<file path="config.mk">
export PLATFORM = sky130hd
export DESIGN_NAME = psu_row_ctrl
export DESIGN_NICKNAME = d
export VERILOG_FILES = /design/src/psu_pkg.sv /design/src/psu_row_ctrl.sv
export SDC_FILE = /design/constraint.sdc
export NUM_CORES = 1
export LEC_CHECK = 0
export BUFFER_PORTS_ARGS = -buffer_cell sky130_fd_sc_hd__buf_2
export CORE_MARGIN = 5
export CORE_UTILIZATION = 45
export DETAILED_ROUTE_END_ITERATION = 16
export GPL_TIMING_DRIVEN = 1
export PLACE_DENSITY_LB_ADDON = 0.15
export RECOVER_POWER = 50
export SYNTH_ARGS = -nofsm -noshare
export SYNTH_HDL_FRONTEND = slang
export SYNTH_SLANG_ARGS = --single-unit
</file>
<file path="constraint.sdc">
create_clock -name clk -period 3.87 [get_ports clk]
set_input_delay 0.774 -clock clk [delete_from_list [all_inputs] [get_ports clk]]
set_output_delay 0.774 -clock clk [all_outputs]
set_load 0.03 [all_outputs]
</file>
<file path="src/psu_pkg.sv">
// Shared types and constants for the PNG scanline unfilter.
`default_nettype none

package psu_pkg;

	localparam logic [2:0] FILT_NONE  = 3'd0;
	localparam logic [2:0] FILT_SUB   = 3'd1;
	localparam logic [2:0] FILT_UP    = 3'd2;
	localparam logic [2:0] FILT_AVG   = 3'd3;
	localparam logic [2:0] FILT_PAETH = 3'd4;
	localparam logic [2:0] FILT_BAD   = 3'd5;

	localparam logic REG_BYTES_PER_PIXEL = 1'b0;
	localparam logic REG_ROW_BYTES       = 1'b1;

	localparam int BPP_W = 4;
	localparam int RB_W  = 14;

	typedef struct packed {
		logic       is_data;
		logic       last;
		logic       first_row;
		logic [2:0] filt;
	} beat_info_t;

endpackage

`default_nettype wire

</file>
<file path="src/psu_row_ctrl.sv">
// Row and column tracking: filter byte capture, column count and row end.
`default_nettype none

module psu_row_ctrl #(
	parameter int MAX_ROW_BYTES = 8192
) (
	input  wire logic                             clk,
	input  wire logic                             arst_n,
	input  wire logic                             accept,
	input  wire logic [7:0]                       data_byte,
	input  wire logic                             frame_start,
	input  wire logic [psu_pkg::RB_W-1:0]         row_bytes,
	output psu_pkg::beat_info_t                   info,
	output logic      [$clog2(MAX_ROW_BYTES)-1:0] idx
);

	import psu_pkg::*;

	localparam int CW = $clog2(MAX_ROW_BYTES + 1);
	localparam int AW = $clog2(MAX_ROW_BYTES);

	logic [CW-1:0] col_q;
	logic          first_q;
	logic [2:0]    filt_q;

	logic [CW-1:0] cc_eff;
	logic          first_eff;
	logic [CW-1:0] rb_eff;
	logic          last;

	always_comb begin
		cc_eff    = frame_start ? '0 : col_q;
		first_eff = frame_start | first_q;
		if (row_bytes == '0) begin
			rb_eff = CW'(1);
		end else if (32'(row_bytes) > MAX_ROW_BYTES) begin
			rb_eff = CW'(MAX_ROW_BYTES);
		end else begin
			rb_eff = CW'(row_bytes);
		end
		last = (cc_eff != '0) && (cc_eff >= rb_eff);
		idx  = AW'(cc_eff - CW'(1));

		info.is_data   = (cc_eff != '0);
		info.last      = last;
		info.first_row = first_eff;
		info.filt      = filt_q;
	end

	always_ff @(posedge clk or negedge arst_n) begin
		if (!arst_n) begin
			col_q   <= '0;
			first_q <= 1'b1;
			filt_q  <= FILT_NONE;
		end else if (accept) begin
			if (cc_eff == '0) begin
				filt_q  <= (data_byte <= 8'(FILT_PAETH)) ? data_byte[2:0] : FILT_BAD;
				col_q   <= CW'(1);
				first_q <= first_eff;
			end else if (last) begin
				col_q   <= '0;
				first_q <= 1'b0;
			end else begin
				col_q   <= cc_eff + CW'(1);
				first_q <= first_eff;
			end
		end
	end

endmodule

`default_nettype wire

</file>
==> tab_implementation.tex <==
\begin{tabular}{lr}
\hline
Metric & Value \\
\hline
\multicolumn{2}{l}{\textbf{Run status}} \\
\quad Outcome & completed \\
\multicolumn{2}{l}{\textbf{Global route}} \\
\quad Via count of the first global-routing pass & about 1700 \\
\quad Total grt overflow & 0 \\
\quad First-pass GRT wire length & 7620 um \\
\quad Number of antenna violations at the first check in global routing & 0 \\
\quad Global-route usage over all layers & 17.6\% \\
\quad Pin count of the biggest net entering global routing & 29 \\
\multicolumn{2}{l}{\textbf{Place}} \\
\quad Final estimated routing congestion in global placement & 0.776 \\
\quad Port Buffer Count & 44 \\
\quad Detailed placer's ending HPWL & 3520 um \\
\multicolumn{2}{l}{\textbf{Final layout}} \\
\quad Area Overhead vs Synth & 14.5\% \\
\quad Number of diodes & 0 \\
\quad Number of nets in the final layout & 312 \\
\quad Ratio of cells with drive above 1 in the final layout & a little over a fifth \\
\multicolumn{2}{l}{\textbf{Power and ir drop}} \\
\quad Total internal power & 0.416 mW \\
\quad Sw Pwr & between 0.3 and 0.4 mW \\
\quad Sw Ratio & 44.2\% \\
\quad Share of power burned in the clock network & 21.1\% \\
\quad Cell leakage power & between 0.9 and 1 nW \\
\quad Peak supply drop & 213 uV \\
\quad Final total power & 0.746 mW \\
\quad Part of the power in combinational logic & 48.2\% \\
\quad Part of the total power dissipated in sequential elements & 30.7\% \\
\quad Power Dens Cells & 356 mW/mm2 \\
\multicolumn{2}{l}{\textbf{Critical path}} \\
\quad Critical Path Start & row\_bytes[0] \\
\quad Data arrival time at the worst-slack endpoint & 2730 ps \\
\quad Type of the worst setup path & in -> out \\
\quad Required time of the worst setup path & just over 3000 ps \\
\quad Category of the worst setup path launch point & input port \\
\quad Number of cells on the worst reg-to-reg path & 9 \\
\quad Crit. End Element & primary output \\
\quad Worst r2r dst & col\_q[2] \\
\quad Reg-to-Reg Start & col\_q[11] \\
\quad Register-to-register setup slack & 1370 ps \\
\quad Maximum net fanout on the critical path & 2 \\
\quad End point of the critical path & info[4] \\
\multicolumn{2}{l}{\textbf{Clock tree}} \\
\quad TritonCTS Buffers & 3 \\
\quad Post-CTS setup-driven buffer insertion count & 0 \\
\quad H-tree depth & 1 \\
\quad CTS sink cnt & 18 \\
\quad Gates resized, CTS repair & 0 \\
\quad Clock transition at the registers of the reported paths & 70 ps \\
\quad Cell at the root of the clock tree & sky130\_fd\_sc\_hd\_\_clkbuf\_8 \\
\quad Max Buffers Root-to-Sink & 2 \\
\quad TritonCTS clock tree & done \\
\quad Clock latency on the worst-skew pair & $\sim$250 ps \\
\quad Hold buffer count at cts & 0 \\
\multicolumn{2}{l}{\textbf{Worst hold path}} \\
\quad Type of the most critical hold path & reg -> reg \\
\multicolumn{2}{l}{\textbf{Drt}} \\
\quad Total detailed-routing wirelength & between 4000 and 5000 um \\
\quad Detailed-route vias per instance & roughly 5.3 \\
\quad Final ANT Viol Nets & 0 \\
\quad Number of DRC markers after the initial detailed-route iteration & 73 \\
\quad Routed WL per cell & 13.8 um \\
\quad Detailed-routing iteration count for the pre-antenna-repair pass & 4 \\
\quad Number of design rule violations left after detail routing & 0 \\
\quad Count of vias placed by the detailed router & 1689 \\
\multicolumn{2}{l}{\textbf{Logic synthesis}} \\
\quad Number of warnings printed during yosys synthesis & 0 \\
\quad Yosys reg bits & 18 \\
\quad Mapped Area & approximately 0.0018 mm2 \\
\quad Fraction of synthesis flops using an asynchronous set or reset pin & 100\% \\
\quad Ranking of synthesized cells by instance count & sky130\_fd\_sc\_hd\_\_nand2\_1 (32), sky130\_fd\_sc\_hd\_\_nor2\_1 (18), sky130\_fd\_sc\_hd\_\_dfrtp\_1 (17), sky130\_fd\_sc\_hd\_\_ha\_1 (17) \\
\quad Cell taking the most area after synthesis & sky130\_fd\_sc\_hd\_\_dfrtp\_1 \\
\quad Post-Syn Instances & about 230 \\
\quad Top cells by area, synth & sky130\_fd\_sc\_hd\_\_dfrtp\_1 (23\%), sky130\_fd\_sc\_hd\_\_ha\_1 (12\%), sky130\_fd\_sc\_hd\_\_nand2\_1 (6.6\%), sky130\_fd\_sc\_hd\_\_xnor2\_1 (4.8\%), sky130\_fd\_sc\_hd\_\_nor2\_1 (3.7\%) \\
\quad Area fraction of the dominant cell type after synthesis & 23.2\% \\
\quad Register area share after synthesis & between 20\% and 30\% \\
\quad Most frequently used cell type in the post-synthesis netlist & sky130\_fd\_sc\_hd\_\_nand2\_1 \\
\quad Avg Cell Area, Syn & around 7.9 um2 \\
\quad Count of flip-flops with a built-in enable after synthesis & 0 \\
\quad Syn nets & approximately 270 \\
\quad Cell variety after synth & 42 \\
\quad Leading register cell type out of synthesis & sky130\_fd\_sc\_hd\_\_dfrtp\_1 \\
\multicolumn{2}{l}{\textbf{Floorplanning}} \\
\quad Number of standard-cell rows in the floorplan & 23 \\
\quad Die extent in y & 73.8 um \\
\quad Floorplan core area & 0.00397 mm2 \\
\quad Die span in x & 73.8 um \\
\quad Top Ports & 45 \\
\quad Die Area & 0.00544 mm2 \\
\quad Starting utilization of the core area & 46.1\% \\
\multicolumn{2}{l}{\textbf{Timing}} \\
\quad Headroom to the max-slew limit & 33.3\% \\
\quad Final-report max-slew violation count & 0 \\
\quad Highest achievable clock rate & between 0.2 and 0.3 GHz \\
\quad Setup Skew & 3.90 ps \\
\quad Post-layout minimum cycle time & 3510 ps \\
\quad Final setup violation count & 0 \\
\quad Crit share post-route & 90.6\% \\
\quad Min Hold Slack & roughly 530 ps \\
\quad RSZ-0062 raised after global routing & false \\
\quad Number of failing hold endpoints at the final stage & 0 \\
\quad Setup TNS Final & 0 ps \\
\quad Least-Margin Pin Slew & 1000 ps \\
\multicolumn{2}{l}{\textbf{Job}} \\
\quad Number of max-cap violations & 0 \\
\hline
\end{tabular}
layer usage:
layer / GRT usage [%] / share of wire [%] / up-vias
met1: 22.6 / 48 / 776
met4: 3.02 / 0.66 / 0
met2: 30.5 / 48 / 16
met3: 3.69 / 3.2 / 4
met5: 0 / 0 / -
li1: - / - / 893
kinds of logic after synthesis:
family                   Yosys count  share of synthesized area [%]
buffers and inverters             28                           7.38
AND/OR/NAND/NOR                  103                           31.2
adder cells (fa/ha/maj)           17                           11.6
AO/OA/AOI/OAI                     50                           18.0
XOR/XNOR                          15                           7.18
flip-flops                        18                           24.7
how the worst min path moves through the flow:
stage                 start         to  depth (start not counted)
floorplan            arst_n   col_q[0]                          0
global placement    first_q    first_q                          2
detailed placement  first_q    first_q                          2
CTS                  arst_n  col_q[10]                          1
global route        first_q    first_q                          2
finish              first_q    first_q                          2
sequential cells by signal, indices dropped and copies added (netlist names):
register	cells
col_q	14
filt_q	3
first_q	1
power groups by stage:
stage                     Combinational [mW]  Clock [mW]  Sequential, mW
final                                  0.359       0.157           0.229
after global routing                   0.402       0.168           0.232
after CTS                              0.366       0.162           0.228
after detailed placement               0.365           0           0.232
after global placement                 0.362           0           0.232
after floorplan                        0.281           0           0.223
stage by stage:
step / area (um2) / setup WS, ps / utilization (%) / cells
after floorplan: 1830 / 284 / - / 231
after global placement: 2060 / 361 / 51.8 / 314
after detailed placement: 2060 / 345 / 51.8 / 314
after CTS: 2110 / 341 / 53.2 / 318
after global routing: 2100 / 86.3 / 52.8 / 318
final: 2100 / 363 / 52.8 / 318
area by class of cell:
type,instances,area [um2]
clock buffer,4,55.1
fill,414,1880
inverter,13,48.8
multi-input combinational,185,1240
sequential,18,452
tap,50,62.6
timing repair buffer,48,239
cells in the final DEF, fill, tap and decap left out, types with 4 or more instances in the layout:
cell                        Yosys  layout
sky130_fd_sc_hd__buf_2          6      38
sky130_fd_sc_hd__nand2_1       32      32
sky130_fd_sc_hd__nor2_1        18      18
sky130_fd_sc_hd__ha_1          17      17
sky130_fd_sc_hd__dfrtp_1       17      17
sky130_fd_sc_hd__inv_1         13      13
sky130_fd_sc_hd__a21oi_1       13      13
sky130_fd_sc_hd__xnor2_1       10      10
sky130_fd_sc_hd__o21ai_0        9       9
sky130_fd_sc_hd__nand3_1        9       9
sky130_fd_sc_hd__nor2b_1        7       7
sky130_fd_sc_hd__nand2b_1       7       7
sky130_fd_sc_hd__o2bb2ai_1      7       7
sky130_fd_sc_hd__clkbuf_1       5       7
sky130_fd_sc_hd__nor3_1         6       6
sky130_fd_sc_hd__xor2_1         5       5
sky130_fd_sc_hd__nor4_1         4       4
sky130_fd_sc_hd__a31oi_1        4       4
sky130_fd_sc_hd__o31ai_1        4       4
sky130_fd_sc_hd__clkbuf_8       0       4
critical path, stage by stage:
cell and delay (ps):
sky130_fd_sc_hd__buf_2 100, sky130_fd_sc_hd__nor4_1 290, sky130_fd_sc_hd__nand4_1 180, sky130_fd_sc_hd__nand2_1 120, sky130_fd_sc_hd__nand2_1 60, sky130_fd_sc_hd__ha_1 290
sky130_fd_sc_hd__a21oi_1 70, sky130_fd_sc_hd__o221a_2 260, sky130_fd_sc_hd__o21ai_1 200, sky130_fd_sc_hd__and2_1 180, sky130_fd_sc_hd__buf_2 200
No activity file was read; power rests on OpenSTA's default activity.
