<file path="src/psu_pkg.sv">
// Shared types and constants for the PNG scanline unfilter.
`default_nettype none

package psu_pkg;

	localparam logic [2:0] FILT_NONE  = 3'd0;
	localparam logic [2:0] FILT_SUB   = 3'd1;
	localparam logic [2:0] FILT_UP    = 3'd2;
	localparam logic [2:0] FILT_AVG   = 3'd3;
	localparam logic [2:0] FILT_PAETH = 3'd4;
	localparam logic [2:0] FILT_BAD   = 3'd5;

	localparam logic REG_BYTES_PER_PIXEL = 1'b0;
	localparam logic REG_ROW_BYTES       = 1'b1;

	localparam int BPP_W = 4;
	localparam int RB_W  = 14;

	typedef struct packed {
		logic       is_data;
		logic       last;
		logic       first_row;
		logic [2:0] filt;
	} beat_info_t;

endpackage

`default_nettype wire

</file>
<file path="src/psu_recon.sv">
// Byte reconstruction: neighbor histories, predictors and the final add.
`default_nettype none

module psu_recon #(
	parameter int MAX_ROW_BYTES   = 8192,
	parameter int MAX_PIXEL_BYTES = 8
) (
	input  wire logic                             clk,
	input  wire logic                             arst_n,
	input  wire logic                             step,
	input  wire logic [7:0]                       x,
	input  wire psu_pkg::beat_info_t              info,
	input  wire logic [$clog2(MAX_ROW_BYTES)-1:0] idx,
	input  wire logic [7:0]                       above,
	input  wire logic [psu_pkg::BPP_W-1:0]        bytes_per_pixel,
	output logic      [7:0]                       pixel,
	output logic                                  bad
);

	import psu_pkg::*;

	localparam int PW = (MAX_PIXEL_BYTES > 1) ? $clog2(MAX_PIXEL_BYTES) : 1;

	logic [7:0] left_q [MAX_PIXEL_BYTES];
	logic [7:0] ul_q   [MAX_PIXEL_BYTES];

	logic [BPP_W-1:0] bpp_eff;
	logic [PW-1:0]    sel;
	logic             has_left;
	logic [7:0]       a;
	logic [7:0]       b;
	logic [7:0]       c;
	logic [8:0]       ab_sum;
	logic [7:0]       pred;

	function automatic logic [7:0] paeth(input logic [7:0] pa_a, input logic [7:0] pa_b,
			input logic [7:0] pa_c);
		logic signed [10:0] da;
		logic signed [10:0] db;
		logic signed [10:0] dc;
		logic [9:0]         pa;
		logic [9:0]         pb;
		logic [9:0]         pc;
		da = 11'(signed'({1'b0, pa_b})) - 11'(signed'({1'b0, pa_c}));
		db = 11'(signed'({1'b0, pa_a})) - 11'(signed'({1'b0, pa_c}));
		dc = da + db;
		pa = 10'(da < 0 ? -da : da);
		pb = 10'(db < 0 ? -db : db);
		pc = 10'(dc < 0 ? -dc : dc);
		if (pa <= pb && pa <= pc) begin
			return pa_a;
		end else if (pb <= pc) begin
			return pa_b;
		end
		return pa_c;
	endfunction

	always_comb begin
		if (bytes_per_pixel == '0) begin
			bpp_eff = BPP_W'(1);
		end else if (32'(bytes_per_pixel) > MAX_PIXEL_BYTES) begin
			bpp_eff = BPP_W'(MAX_PIXEL_BYTES);
		end else begin
			bpp_eff = bytes_per_pixel;
		end
		sel      = PW'(bpp_eff - BPP_W'(1));
		has_left = 32'(idx) >= 32'(bpp_eff);
		a        = has_left ? left_q[sel] : 8'd0;
		b        = info.first_row ? 8'd0 : above;
		c        = (has_left && !info.first_row) ? ul_q[sel] : 8'd0;
		ab_sum   = {1'b0, a} + {1'b0, b};
		bad      = 1'b0;
		case (info.filt)
			FILT_NONE:  pred = 8'd0;
			FILT_SUB:   pred = a;
			FILT_UP:    pred = b;
			FILT_AVG:   pred = ab_sum[8:1];
			FILT_PAETH: pred = paeth(a, b, c);
			default: begin
				pred = 8'd0;
				bad  = 1'b1;
			end
		endcase
		pixel = bad ? 8'd0 : x + pred;
	end

	always_ff @(posedge clk or negedge arst_n) begin
		if (!arst_n) begin
			for (int k = 0; k < MAX_PIXEL_BYTES; k++) begin
				left_q[k] <= 8'd0;
				ul_q[k]   <= 8'd0;
			end
		end else if (step) begin
			left_q[0] <= pixel;
			ul_q[0]   <= b;
			for (int k = 1; k < MAX_PIXEL_BYTES; k++) begin
				left_q[k] <= left_q[k-1];
				ul_q[k]   <= ul_q[k-1];
			end
		end
	end

endmodule

`default_nettype wire
</file>
<file path="config.mk">
export PLATFORM = sky130hd
export DESIGN_NAME = psu_recon
export DESIGN_NICKNAME = d
export VERILOG_FILES = /design/src/psu_pkg.sv /design/src/psu_recon.sv
export SDC_FILE = /design/constraint.sdc
export NUM_CORES = 1
export LEC_CHECK = 0
export BUFFER_PORTS_ARGS = -buffer_cell sky130_fd_sc_hd__buf_2
export CAP_MARGIN = 10
export CORE_MARGIN = 1
export CORE_UTILIZATION = 58
export CTS_BUF_LIST = sky130_fd_sc_hd__clkbuf_2
export DETAILED_ROUTE_END_ITERATION = 8
export PLACE_DENSITY = 0.86
export SETUP_SLACK_MARGIN = 0.15
export SLEW_MARGIN = 20
export SYNTH_ARGS = -nofsm -noshare
export SYNTH_HDL_FRONTEND = slang
export SYNTH_SLANG_ARGS = --single-unit
</file>
<file path="constraint.sdc">
create_clock -name clk -period 13 [get_ports clk]
set_input_delay 1.3 -clock clk [delete_from_list [all_inputs] [get_ports clk]]
set_output_delay 1.3 -clock clk [all_outputs]
set_load 0.005 [all_outputs]
</file>
==> run summary, run 1 <==
The flow ran to the end, and the final reports show no timing, DRC or antenna violations. Global routing used 31.6% of the available met1 tracks. The count of nets left with antenna violations once routing finished came out at 0. After detailed routing, the number of remaining DRC violations is 0.

After detailed routing, the total wire length is 20.8 mm. At the pin with the least slew margin, the transition time is 0.865 ns. After the last flow step, the layout net total stands at 1,050. 51 I/O pins were placed.

Fraction of final layout cells with drive strength greater than 1: 32.4%. Global routing consumed, on the met3 layer, 4.59% of the routing resources. At the later pin of the worst-skew pair, clock insertion delay measures 0.72 ns. At the placement stage, the worst setup path has a slack of -0.165 ns. The number of pins with negative max-slew slack in the final report was 0. The tools report the number of non-filler instances in the completed layout as 1,161. The required time of the critical path was 11.70 ns. After global routing, the most crowded layer is met2. The cell count after synthesis came out at 874. Leaving out fill and tap cells, the most frequent cells in the layout are sky130_fd_sc_hd__mux2_2, sky130_fd_sc_hd__dfrtp_1, sky130_fd_sc_hd__ha_1, sky130_fd_sc_hd__nand2_1, sky130_fd_sc_hd__nor2_1. Setup slack after layout: 0.635 ns. Once the floorplan was initialized, standard cells occupied 59.6% of the core.

Entering global routing, the biggest net connects 79 pins. Fill cells in the final layout number 1,206. The buffer type at the clock tree root is sky130_fd_sc_hd__clkbuf_2.

Among all flip-flop cells after synthesis, the most frequent one is sky130_fd_sc_hd__dfrtp_1. Averaged over all synthesized cells, the footprint is 10.9 sq um. Setup violations remaining at the end of the flow were counted as 0. The worst path uses 95.1% of the clock period. In the global route stage, met2 resource usage came out at 44.4%. The post-synthesis register bit count works out to 128.

The mapped cell area is 9500 sq um, and the number of global-route vias before repair is 7,005. The die covers 16,900 sq um. The async set-reset flop share out of synthesis came out at 100%.

The clock passes through at most 2 buffers. The critical path is of the in -> out type. The number of input and output port buffers inserted works out to 48. The worst register-to-register path begins at ul_q[16]$_DFFE_PN0P_. The region available for standard cell placement spans 15,900 sq um. Kind of end point of the critical path: an output port. The number of warning messages in the yosys log was 0; the area fraction of the dominant cell type after synthesis was 33.7%. In the final routed layout, each cell accounts on average for 17.9 um. Summed over all nets, the half-perimeter wirelength after detailed placement is 15.1 mm. Once placement finished, the instance area stood at 10,000 sq um. Setup repair after global routing left no endpoint under its margin.

Worst-path maximum fanout: 9. The slowest stage of the critical path belongs to the cell sky130_fd_sc_hd__mux4_2. The finished cells cover 10,400 sq um.

In the post-synthesis netlist, the biggest area contributors are sky130_fd_sc_hd__dfrtp_1, sky130_fd_sc_hd__mux2_2, sky130_fd_sc_hd__ha_1. The startpoint of the worst hold path is ul_q[11]$_DFFE_PN0P_. The maximum clock frequency is 80.9 MHz. Counting tap cells, the placed design contains a total of 1,125 instances. Max-cap violations in this run came to 0. The count of TritonRoute iterations in the first routing pass came out at 6.

Cells fill 65.4% of the core in the end. Most used cell along the critical path: sky130_fd_sc_hd__o21a_1. The worst-case clock skew is 0.0405 ns. The tools report the data arrival at the endpoint of the critical path as 11.07 ns. The tools report the initial antenna violation count as 2.

In this design, the stage delay of the slowest critical-path cell is 0.58 ns. The layout overhead on the synthesized area came out at 9.68%. The cell taking the most area after synthesis is sky130_fd_sc_hd__dfrtp_1. Clock-pin slew was measured on the worst setup and hold paths at 0.18 ns.

Via density per instance: 6.02. CTS built an H-tree with a depth of 4. The number of hold violations in the final report came out at 0.

TritonCTS built the clock tree. In this run, the number of DRC markers left after iteration 0 of detailed routing was 492. Y dimension of the die: 130 um. The synthesized design contains 0 enable-type register cells. The floorplan step set the die width to 130 um.

The class of the most critical hold timing path is reg -> reg. Tracing the worst setup path back leads to its startpoint at bytes_per_pixel[3]. Buffers inserted during clock tree synthesis total 17. The clock sink count was 128. The sequential share of the synthesized area is 33.7%.

The number of hold buffers added after CTS is 0, and the total grt overflow is 0. The final estimated routing congestion in global placement was 0.899. The worst pin sits at a relative slew slack of 42.4%. The tools report the wire length of the first global-routing pass as 33.4 mm.

The worst setup path is launched from a primary input. The clock period could shrink to 12.37 ns. The count of cell types in the netlist is 72. The final route contains 6,992 vias.

Across every metal layer, demand over resource in global routing totals 25.8%. The library cell used most frequently in the layout, excluding fill and tap cells, is sky130_fd_sc_hd__mux2_2. The floorplan has 46 rows.
[registers in the layout, summed over array words and instances (netlist names)]
signal	cells
ul_q	64
left_q	64
[worst paths after layout]
check	cells past startpoint	to	slack, ns
setup reg to reg	44	left_q[63]$_DFFE_PN0P_	3.45
setup / recovery	48	pixel[7]	0.63
hold / removal	1	ul_q[3]$_DFFE_PN0P_	0.52
max in group asynchronous	3	ul_q[53]$_DFFE_PN0P_	11.30
hold reg to reg	1	ul_q[3]$_DFFE_PN0P_	0.52
min in group asynchronous	1	left_q[49]$_DFFE_PN0P_	0.57
[final cells by class]
class	instances	area [sq um]	share of cell area [%]
Tap cell	216	270	2.59
Inverter	43	161	1.55
Timing Repair Buffer	71	454	4.36
Clock inverter	15	145	1.39
Antenna cell	1	2.50	0.0240
Clock buffer	17	85.1	0.816
Multi-Input combinational cell	670	6100	58.5
Sequential cell	128	3200	30.7
[critical path: cells and delay by family]
kind	cells	cell delay, ns
compound gates	22	3.73
fa+ha+maj	7	2.34
mux	4	1.19
simple gates	6	1.14
xor+xnor	3	0.75
buf+inv	6	0.59
[synth_stat cells, types with 3 or more instances]
library cell	count
sky130_fd_sc_hd__xnor2_1	30
sky130_fd_sc_hd__a21o_1	21
sky130_fd_sc_hd__fa_1	5
sky130_fd_sc_hd__o21a_1	11
sky130_fd_sc_hd__clkbuf_1	25
sky130_fd_sc_hd__buf_2	4
sky130_fd_sc_hd__a21oi_1	36
sky130_fd_sc_hd__o21bai_1	6
sky130_fd_sc_hd__nor2_1	51
sky130_fd_sc_hd__nor4_1	8
sky130_fd_sc_hd__nor2b_1	19
sky130_fd_sc_hd__nand4_1	6
sky130_fd_sc_hd__inv_1	43
sky130_fd_sc_hd__and2_1	3
sky130_fd_sc_hd__dfrtp_1	128
sky130_fd_sc_hd__or3_1	4
sky130_fd_sc_hd__a31oi_1	8
sky130_fd_sc_hd__mux2_2	136
sky130_fd_sc_hd__mux4_2	32
sky130_fd_sc_hd__nor3_1	8
sky130_fd_sc_hd__nand3b_1	5
sky130_fd_sc_hd__a22oi_1	7
sky130_fd_sc_hd__or2_2	8
sky130_fd_sc_hd__o22ai_1	6
sky130_fd_sc_hd__buf_1	5
sky130_fd_sc_hd__nand3_1	10
sky130_fd_sc_hd__nand2_1	63
sky130_fd_sc_hd__xor2_1	20
sky130_fd_sc_hd__o31a_1	3
sky130_fd_sc_hd__mux2i_1	9
sky130_fd_sc_hd__nand2b_1	5
sky130_fd_sc_hd__ha_1	72
sky130_fd_sc_hd__a31o_1	6
sky130_fd_sc_hd__o21ai_0	23
[routing by layer]
| metal | part of all wire (%) | wire length (um) |
|---|---|---|
| met1 | 43 | 8860 |
| met2 | 51 | 10600 |
| met3 | 3.3 | 689 |
| met4 | 3.2 | 673 |
| met5 | 0 | 0 |
[cells by family (layout without fill, tap and decap cells)]
| group | count (synthesis) | count (layout) | share of synthesized area, % |
|---|---|---|---|
| flip-flops | 128 | 128 | 33.7 |
| AO/OA/AOI/OAI | 155 | 155 | 11.5 |
| multiplexers | 178 | 178 | 24.8 |
| XOR/XNOR | 55 | 55 | 5.71 |
| AND/OR/NAND/NOR | 199 | 199 | 10.3 |
| other | 2 | 5 | 0.0790 |
| adder cells (fa/ha/maj) | 79 | 79 | 10.7 |
| buffers and inverters | 78 | 146 | 3.21 |
[metrics by stage]
stage          hold slack, ns  TNS, ns
5_1_grt                 0.539        0
3_5_place_dp            0.496   -0.165
3_3_place_gp            0.485        0
2_1_floorplan           0.476        0
4_1_cts                 0.523        0
6_report                0.525        0
[what timing repair did]
item,CTS,global route
endpoints found under the hold margin,0,0
endpoints found under the setup margin,2,4
setup buffers,0,2
resized for setup,4,17
pin swaps,0,3
Power of run 1 is left out: the tool's default activity adds up to more than one toggle a clock period on the data nets, which glitch-free logic cannot reach.
==> inputs of run 2 (changes only) <==
--- a/config.mk
+++ b/config.mk
@@ -11,6 +11,8 @@
 export CORE_UTILIZATION = 58
 export CTS_BUF_LIST = sky130_fd_sc_hd__clkbuf_2
 export DETAILED_ROUTE_END_ITERATION = 8
+export GPL_TIMING_DRIVEN = 0
+export HOLD_SLACK_MARGIN = 0.02
 export PLACE_DENSITY = 0.86
 export SETUP_SLACK_MARGIN = 0.15
 export SLEW_MARGIN = 20
==> run summary, run 2 (synthesis results as in run 1) <==
The number of input and output port buffers inserted is 46 (-4.2%), and the setup TNS is 0 ns (unchanged). The kind of end point of the critical path was an output port. The tools report the total grt overflow as 0 (unchanged). For the count of TritonRoute iterations in the first routing pass, the log shows 6 (unchanged). The critical path ends at pixel[6].

The logs give 80.5 MHz (-0.41%) for the maximum clock frequency and 15,900 sq um (unchanged) for the core area. Total via count in the routed design: 7,344 (+5.0%). The setup slack on the worst flop-to-flop path is 3.71 ns (+0.26 ns), and the number of rows in the core area is 46 (unchanged). The largest registers in the layout are left_q: 64 flops, ul_q: 64 flops. The tools report the reg-to-reg critical path endpoint as left_q[63]$_DFFE_PN0P_. The average wire per cell in the routed design came out at 19.5 um (+8.8%). TritonCTS built the clock tree. The fraction of final layout cells with drive strength greater than 1 came out at 35.2% (+2.7 points). Shortest clock period the worst path allows after layout: 12.42 ns (+0.0506 ns). Leaving out fill and tap cells, the most frequent cells in the layout are sky130_fd_sc_hd__mux2_2, sky130_fd_sc_hd__dfrtp_1, sky130_fd_sc_hd__ha_1, sky130_fd_sc_hd__nand2_1, sky130_fd_sc_hd__nor2_1. The insertion delay of the later-clocked pin in the worst-skew pair is 0.70 ns (-0.02 ns), and the y dimension of the die is 130 um (unchanged). Data arrival at the endpoint of the critical path: 11.12 ns (+0.05 ns). The die boundary width is 130 um (unchanged), and the die outline area is 16,900 sq um (unchanged). The worst-path maximum fanout came out at 10 (+1). The startpoint type of the worst setup path is a primary input. The final estimated routing congestion in global placement came out at 0.946 (+5.2%). Layout overhead on the synthesized area: 14.1%. The all-layer global routing usage is 29.0% (+3.2 points), and the clock sink count is 128 (unchanged). Worst-case clock skew: 0.0264 ns (-0.0141 ns). The tools report the total number of H-tree levels as 4 (unchanged). The startpoint identified for the worst register-to-register timing path is ul_q[48]$_DFFE_PN0P_.

The run gives 7,365 (+5.1%) as the number of global-route vias before repair. The flow ran to the end, and the final reports show no timing, DRC or antenna violations. The run gives 0 (unchanged) as the final number of setup-violating endpoints. The largest stage delay on the critical path was 0.40 ns (-0.18 ns); the number of nets in the finished design was 1,090 (+3.8%). The routed wire length was 23.4 mm (+13%); the setup slack after layout was 0.584 ns (-0.0506 ns). The buffer depth of the longest clock path is 2 (unchanged). On the critical path, the stage with the largest delay is an instance of sky130_fd_sc_hd__fa_2. Number of cells traversed by the worst register-to-register path: 46 (+4.5%).

The portion of the clock cycle consumed by the worst path in the final layout is 95.5% (+0.39 points). The pre-CTS setup slack is -1.92 ns (-1.76 ns). Class of the most critical hold timing path: in -> async. Number of hold violations in the final report: 0 (unchanged). For the number of hold buffers added after CTS, the log shows 0 (unchanged). The detailed placer's ending HPWL is 17.0 mm (+13%), and the maximum number of pins on one net before global-route repair is 70 (-11%). The post-detailed-route count of antenna-violating nets was 0 (unchanged). The clock-pin slew on the worst setup and hold paths is 0.21 ns (+0.03 ns), and the count of maximum capacitance violations is 0 (unchanged). Category of the most critical setup path: in -> out.

The worst-case headroom to the max-slew limit was 44.1% (+1.8 points). The library cell used most frequently in the layout, excluding fill and tap cells, is sky130_fd_sc_hd__mux2_2. The final core utilization is 68.0% (+2.6 points).

For the initial antenna violation count, the log shows 1 (-1). For the starting density of the core, the log shows 59.6% (unchanged). Setup repair after global routing left no endpoint under its margin. The startpoint of the worst setup timing path was bytes_per_pixel[3]. The boundary pin count was 51 (unchanged); the wire length of the first global-routing pass was 36.9 mm (+11%).

The via density per instance was 6.11 (+1.5%); the initial DRC count was 495 (+0.61%). In this run the clock root is driven by a sky130_fd_sc_hd__clkbuf_2. The most numerous cell type found on the critical path is sky130_fd_sc_hd__o21a_1. The slew at the pin closest to its max-slew limit came out at 0.827 ns (-0.0373 ns). The number of clock buffers inserted by TritonCTS is 17 (unchanged). Required time of the critical path: 11.70 ns (about the same). The number of pins with negative max-slew slack in the final report is 0 (unchanged), and the DRC violations left is 0 (unchanged).
## run 2: worst max-delay path: cells and delay by family
family	cells	cell delay [ns]
AOI/OAI and AO/OA	21	3.62
adders and majority gates	6	1.85
buffers and inverters	11	1.66
and+or+nand+nor	9	1.61
muxes	2	0.64
xor gates and xnor gates	3	0.42
## run 2: per-layer routing
| metal | vias to the layer above | part of all wire [%] | track usage [%] |
|---|---|---|---|
| met5 | - | 0 | 0 |
| met4 | 0 | 4.2 | 14.8 |
| met3 | 79 | 4.9 | 5.95 |
| met2 | 263 | 50 | 49.3 |
| met1 | 3619 | 40 | 35.0 |
| li1 | 3383 | - | - |
## run 2: through the flow
stage	hold slack [ns]	cells	instance area (sq um)
detailed placement	0.492	1139	10000
finish	0.514	1201	10800
floorplan	0.476	876	9510
CTS	0.510	1179	10600
global route	0.495	1201	10800
global placement	0.485	1138	10000
## run 2: cell type report
class	count	area (sq um)
Clock buffer	17	85.1
Tap cell	216	270
Sequential cell	128	3200
Antenna cell	1	2.50
Multi-Input combinational cell	670	6210
Inverter	43	161
Fill cell	1138	5100
Timing Repair Buffer	76	482
Clock inverter	15	184
Buffer	35	241
## run 2: worst min path at each step
stage,start,to,slack [ns],cells past startpoint
floorplan,left_q[0]$_DFFE_PN0P_,left_q[0]$_DFFE_PN0P_,0.48,1
global placement,left_q[4]$_DFFE_PN0P_,left_q[4]$_DFFE_PN0P_,0.48,1
detailed placement,left_q[7]$_DFFE_PN0P_,left_q[7]$_DFFE_PN0P_,0.49,1
CTS,arst_n,left_q[63]$_DFFE_PN0P_,0.51,1
global route,arst_n,left_q[63]$_DFFE_PN0P_,0.50,1
finish,arst_n,left_q[63]$_DFFE_PN0P_,0.51,1
## run 2: repair_timing
item                                    in CTS  in global routing
pin swaps                                    6                 14
gates resized for setup                     48                 32
setup buffers                                8                 21
endpoints found under the setup margin      10                  4
hold endpoints to repair                     0                  0
Power of run 2 is left out for the same reason.
